## src/kdes_pkg.sv

```systemverilog
// Shared types, constants and field layout for the lattice exchange block.
package kdes_pkg;

   // Grid size defaults
   localparam int GRID_ROWS_DEF    = 64;
   localparam int GRID_COLUMNS_DEF = 64;

   // Field widths
   localparam int OP_W        = 2;
   localparam int SITE_W      = 6;
   localparam int DIR_W       = 2;
   localparam int CHANCE_W    = 16;
   localparam int FACTOR_W    = 32;
   localparam int PROD_W      = 2 * FACTOR_W;
   localparam int REQ_TDATA_W = 32;
   localparam int RSP_TDATA_W = 8;

   // Request word layout
   localparam int ROW_LSB    = 0;
   localparam int COL_LSB    = ROW_LSB + SITE_W;
   localparam int DIR_LSB    = COL_LSB + SITE_W;
   localparam int CHANCE_LSB = DIR_LSB + DIR_W;
   localparam int WV_BIT     = CHANCE_LSB + CHANCE_W;

   // Response word layout
   localparam int OCC_BIT   = 0;
   localparam int ACC_BIT   = 1;
   localparam int DRIFT_BIT = 2;

   // Register file
   localparam int NUM_REGS   = 8;
   localparam int REG_IDX_W  = $clog2(NUM_REGS);
   localparam int CSR_ADDR_W = REG_IDX_W + 2;
   localparam int CSR_DATA_W = 32;

   localparam logic [REG_IDX_W-1:0] REG_CPL_M6        = 3'd0;
   localparam logic [REG_IDX_W-1:0] REG_CPL_M4        = 3'd1;
   localparam logic [REG_IDX_W-1:0] REG_CPL_M2        = 3'd2;
   localparam logic [REG_IDX_W-1:0] REG_CPL_P2        = 3'd3;
   localparam logic [REG_IDX_W-1:0] REG_CPL_P4        = 3'd4;
   localparam logic [REG_IDX_W-1:0] REG_CPL_P6        = 3'd5;
   localparam logic [REG_IDX_W-1:0] REG_FIELD_WITH    = 3'd6;
   localparam logic [REG_IDX_W-1:0] REG_FIELD_AGAINST = 3'd7;

   localparam logic [FACTOR_W-1:0] ONE_Q16 = 32'h0001_0000;

   // Operation codes
   localparam logic [OP_W-1:0] OP_EXCHANGE = 2'd0;
   localparam logic [OP_W-1:0] OP_WRITE    = 2'd1;
   localparam logic [OP_W-1:0] OP_READ     = 2'd2;

   // Hop directions
   localparam logic [DIR_W-1:0] DIR_RIGHT   = 2'd0;
   localparam logic [DIR_W-1:0] DIR_WITH    = 2'd1;
   localparam logic [DIR_W-1:0] DIR_LEFT    = 2'd2;
   localparam logic [DIR_W-1:0] DIR_AGAINST = 2'd3;

   // Half bond sums (bond sum divided by two)
   localparam logic signed [3:0] BOND_M6 = -4'sd3;
   localparam logic signed [3:0] BOND_M4 = -4'sd2;
   localparam logic signed [3:0] BOND_M2 = -4'sd1;
   localparam logic signed [3:0] BOND_P2 = 4'sd1;
   localparam logic signed [3:0] BOND_P4 = 4'sd2;
   localparam logic signed [3:0] BOND_P6 = 4'sd3;

   // Row buffer slots: rows r-2 .. r+2
   localparam int NUM_SLOTS = 5;
   localparam int SLOT_W    = 3;

   typedef logic [NUM_REGS-1:0][FACTOR_W-1:0] factor_bank_type;

   // Request to the shared multiply and compare unit
   typedef struct packed {
      logic                start;
      logic [FACTOR_W-1:0] coupling;
      logic [FACTOR_W-1:0] field;
      logic [CHANCE_W-1:0] chance;
   } mul_req_type;

endpackage

```

## src/kdes_mul.sv

```systemverilog
// Shared multiply and compare unit for the acceptance test.
module kdes_mul import kdes_pkg::*; (
   input  logic        clock,
   input  mul_req_type req,
   output logic        accept
);

   logic [PROD_W-1:0] prod_ff;
   logic [PROD_W-1:0] prod_in;
   logic [PROD_W-1:0] limit;

   // Form the exact Q32.32 product of the two factors
   always_comb begin
      prod_in = prod_ff;
      if (req.start) begin
         prod_in = PROD_W'(req.coupling) * PROD_W'(req.field);
      end
   end

   always_ff @(posedge clock) begin
      prod_ff <= prod_in;
   end

   // Chance moved to Q32.32; equality accepts
   assign limit  = {{(PROD_W - CHANCE_W - 16){1'b0}}, req.chance, 16'b0};
   assign accept = (prod_ff >= limit);

endmodule

```

## config.mk

```make
export PLATFORM = sky130hd
export DESIGN_NAME = kdes_mul
export DESIGN_NICKNAME = d
export VERILOG_FILES = /design/src/kdes_pkg.sv /design/src/kdes_mul.sv
export SDC_FILE = /design/constraint.sdc
export NUM_CORES = 2
export LEC_CHECK = 0
export BUFFER_PORTS_ARGS = -buffer_cell sky130_fd_sc_hd__buf_2
export CAP_MARGIN = 20
export CELL_PAD_IN_SITES_DETAIL_PLACEMENT = 1
export CELL_PAD_IN_SITES_GLOBAL_PLACEMENT = 1
export CORE_UTILIZATION = 45
export CTS_BUF_LIST = sky130_fd_sc_hd__clkbuf_4 sky130_fd_sc_hd__clkbuf_8
export DETAILED_ROUTE_END_ITERATION = 12
export PLACE_DENSITY_LB_ADDON = 0.1
export REMOVE_ABC_BUFFERS = 1
export SLEW_MARGIN = 20
export SYNTH_ARGS = -nofsm -noshare
export SYNTH_HDL_FRONTEND = slang
export SYNTH_SLANG_ARGS = --single-unit
```

## constraint.sdc

```tcl
create_clock -name clock -period 11.55 [get_ports clock]
set_clock_uncertainty 0.05 [all_clocks]
set_input_delay 1.155 -clock clock [delete_from_list [all_inputs] [get_ports clock]]
set_output_delay 1.155 -clock clock [all_outputs]
set_load 0.01 [all_outputs]
```

==> run metrics <==
Die Width 284 um; Tmin final 8.85 ns; top_reg_cell synth edfxtp_1; # hold bufs at CTS 0; I/O pins 83; ys async rst share 0%; max-cap violations 0; RSZ-0062 raised after global routing no; largest net degree at the start of global routing 65; clk sinks 64; DRT iter0 DRCs 1083; critical path type input port to flip-flop; core box area 78900 um^2; critical path fanouts, max 32; Ys Warns 0; Max-slew headroom 36.5%; Synth cell types 60; drt total wl 101 mm; Total Neg Setup Slack 0 ns; Seq/Total Area, Yosys 5.36%; DR vias 25000; die area 80800 um^2; nets 4992; area of the multi-input gates 29800 um^2; clk slew on worst S/H paths 0.07 ns; vias in the first global route 28900; Commonest cells post-synth fa_1, inv_1, and2_1, nand2_1, ha_1; largest reg by FF count prod_ff; arrival time at the worst endpoint 8.89 ns; count of final setup violators 0; Syn Area/Cell 9.30 um^2; fin crit share 76.6%; Critical Path Source Type input port; drt first pass iters 5; Post-synth EDFFs 64; post-synth design cell area 35900 um^2; H-tree levels 3; Die H 284 um; final hold vios 0; fillers 9137; cell accounting for the most synthesized area fa_1; Reg area 1920 um^2; Post-Syn Instances 3855; Ant. Diodes 0; clk buf depth 2; HP Class input port to flip-flop; largest registers prod_ff (64); worst-margin pin slew 0.953 ns; Area growth, synth to finish 3.20%; Final Max Tran Viols 0; Worst Path Required 11.59 ns; IO buf count 82; Synth top area share 50.0%; CTS tree yes; via/cell ratio 5.23; CTS Buf Count 9; gr usage total 26.2%; GP Congestion 0.906; DP Wirelength 82.0 mm; Initial Utilization 45.5%; Fmax achieved 113 MHz; Root Buffer Master clkbuf_8; initial antenna violation count 1; # DRC 0; Yosys reg bits 64; post-route ant nets 0; max FFs per register 64; global-route wire length before repair 164 mm; gr ovfl total 0; Routed WL per cell 21.1 um; status finished clean; layout cells sized above 1 3.16%; main area contributors after synthesis fa_1, and2_1, ha_1; Cell Rows 103; post-CTS setup buffers 0; cts repair resizes 0; Crit. End Element flip-flop; most frequent cell after synthesis fa_1
==> path summary, 6_finish.rpt <==
check / from / end / slack, ns / cells past startpoint
setup / recovery: req[24] / prod_ff[61] / 2.70 / 22
hold / removal: req[80] / prod_ff[6] / 1.50 / 2
==> final cells by class <==
class	instances	share of cell area (%)
clock buffer	9	0.335
clock inverter	6	0.230
inverter	871	8.83
multi-input combinational	2699	80.6
sequential	64	5.19
tap	1050	3.55
timing repair buffer	90	1.27
==> cells by family (layout without fill, tap and decap cells) <==
| group | Yosys count | count (layout) | share of synthesized area, % |
|---|---|---|---|
| AND/OR/NAND/NOR | 1244 | 1244 | 18.0 |
| adder cells (fa/ha/maj) | 1175 | 1175 | 59.7 |
| buffers and inverters | 1092 | 976 | 11.5 |
| AO/OA/AOI/OAI | 217 | 217 | 3.90 |
| flip-flops | 64 | 64 | 5.36 |
| XOR/XNOR | 63 | 63 | 1.54 |
==> metrics by stage <==
stage / hold slack [ns] / area [um^2] / setup WS, ns / cells / utilization (%)
2_1_floorplan: 1.22 / 35000 / 3.90 / 3634 / -
3_3_place_gp: 1.88 / 36800 / 2.44 / 4774 / 46.7
3_5_place_dp: 1.89 / 36800 / 2.32 / 4774 / 46.7
4_1_cts: 1.51 / 37000 / 2.70 / 4789 / 46.9
5_1_grt: 1.54 / 37000 / 2.37 / 4789 / 46.9
6_report: 1.50 / 37000 / 2.70 / 4789 / 46.9
==> placed cells by master (no fill, tap or decap), types with 8 or more instances in the layout <==
master and instances:
buf_2 82, nor4_1 15, xor2_1 20, xnor2_1 43, o21ai_0 38, inv_1 871
a31oi_1 8, a21o_1 37, buf_4 8, nand3_1 15, nor2b_1 13, fa_1 896
clkbuf_8 9, nor3_1 19, nor2_1 42, edfxtp_1 64, a21oi_1 72, nand4_1 24
o21bai_1 9, and2_1 602, nand2_1 487, ha_1 279
==> worst max-delay path: stages <==
cell and delay, ns:
buf_2 0.69, nand2_1 0.20, fa_1 0.56, fa_1 0.52, fa_1 0.52, fa_1 0.51, inv_1 0.05, fa_1 0.57
fa_1 0.43, fa_1 0.52, inv_1 0.06, fa_1 0.48, inv_1 0.05, ha_1 0.48, nand4_1 0.20, or4_1 0.59
nor4_1 0.28, o21ai_0 0.22, nand3_1 0.17, a21oi_1 0.12, a21boi_1 0.34, o211ai_1 0.14
==> per-layer routing <==
| metal | track usage, % | wire, um | up-vias |
|---|---|---|---|
| met2 | 47.2 | 52600 | 403 |
| met3 | 1.32 | 2750 | 100 |
| met5 | 0 | 0 | - |
| met1 | 35.3 | 44000 | 13500 |
| li1 | - | - | 11000 |
| met4 | 4.61 | 1740 | 0 |
Power is not shown: default switching activity piles up to over one toggle a cycle in this logic, so the estimate is an artifact.
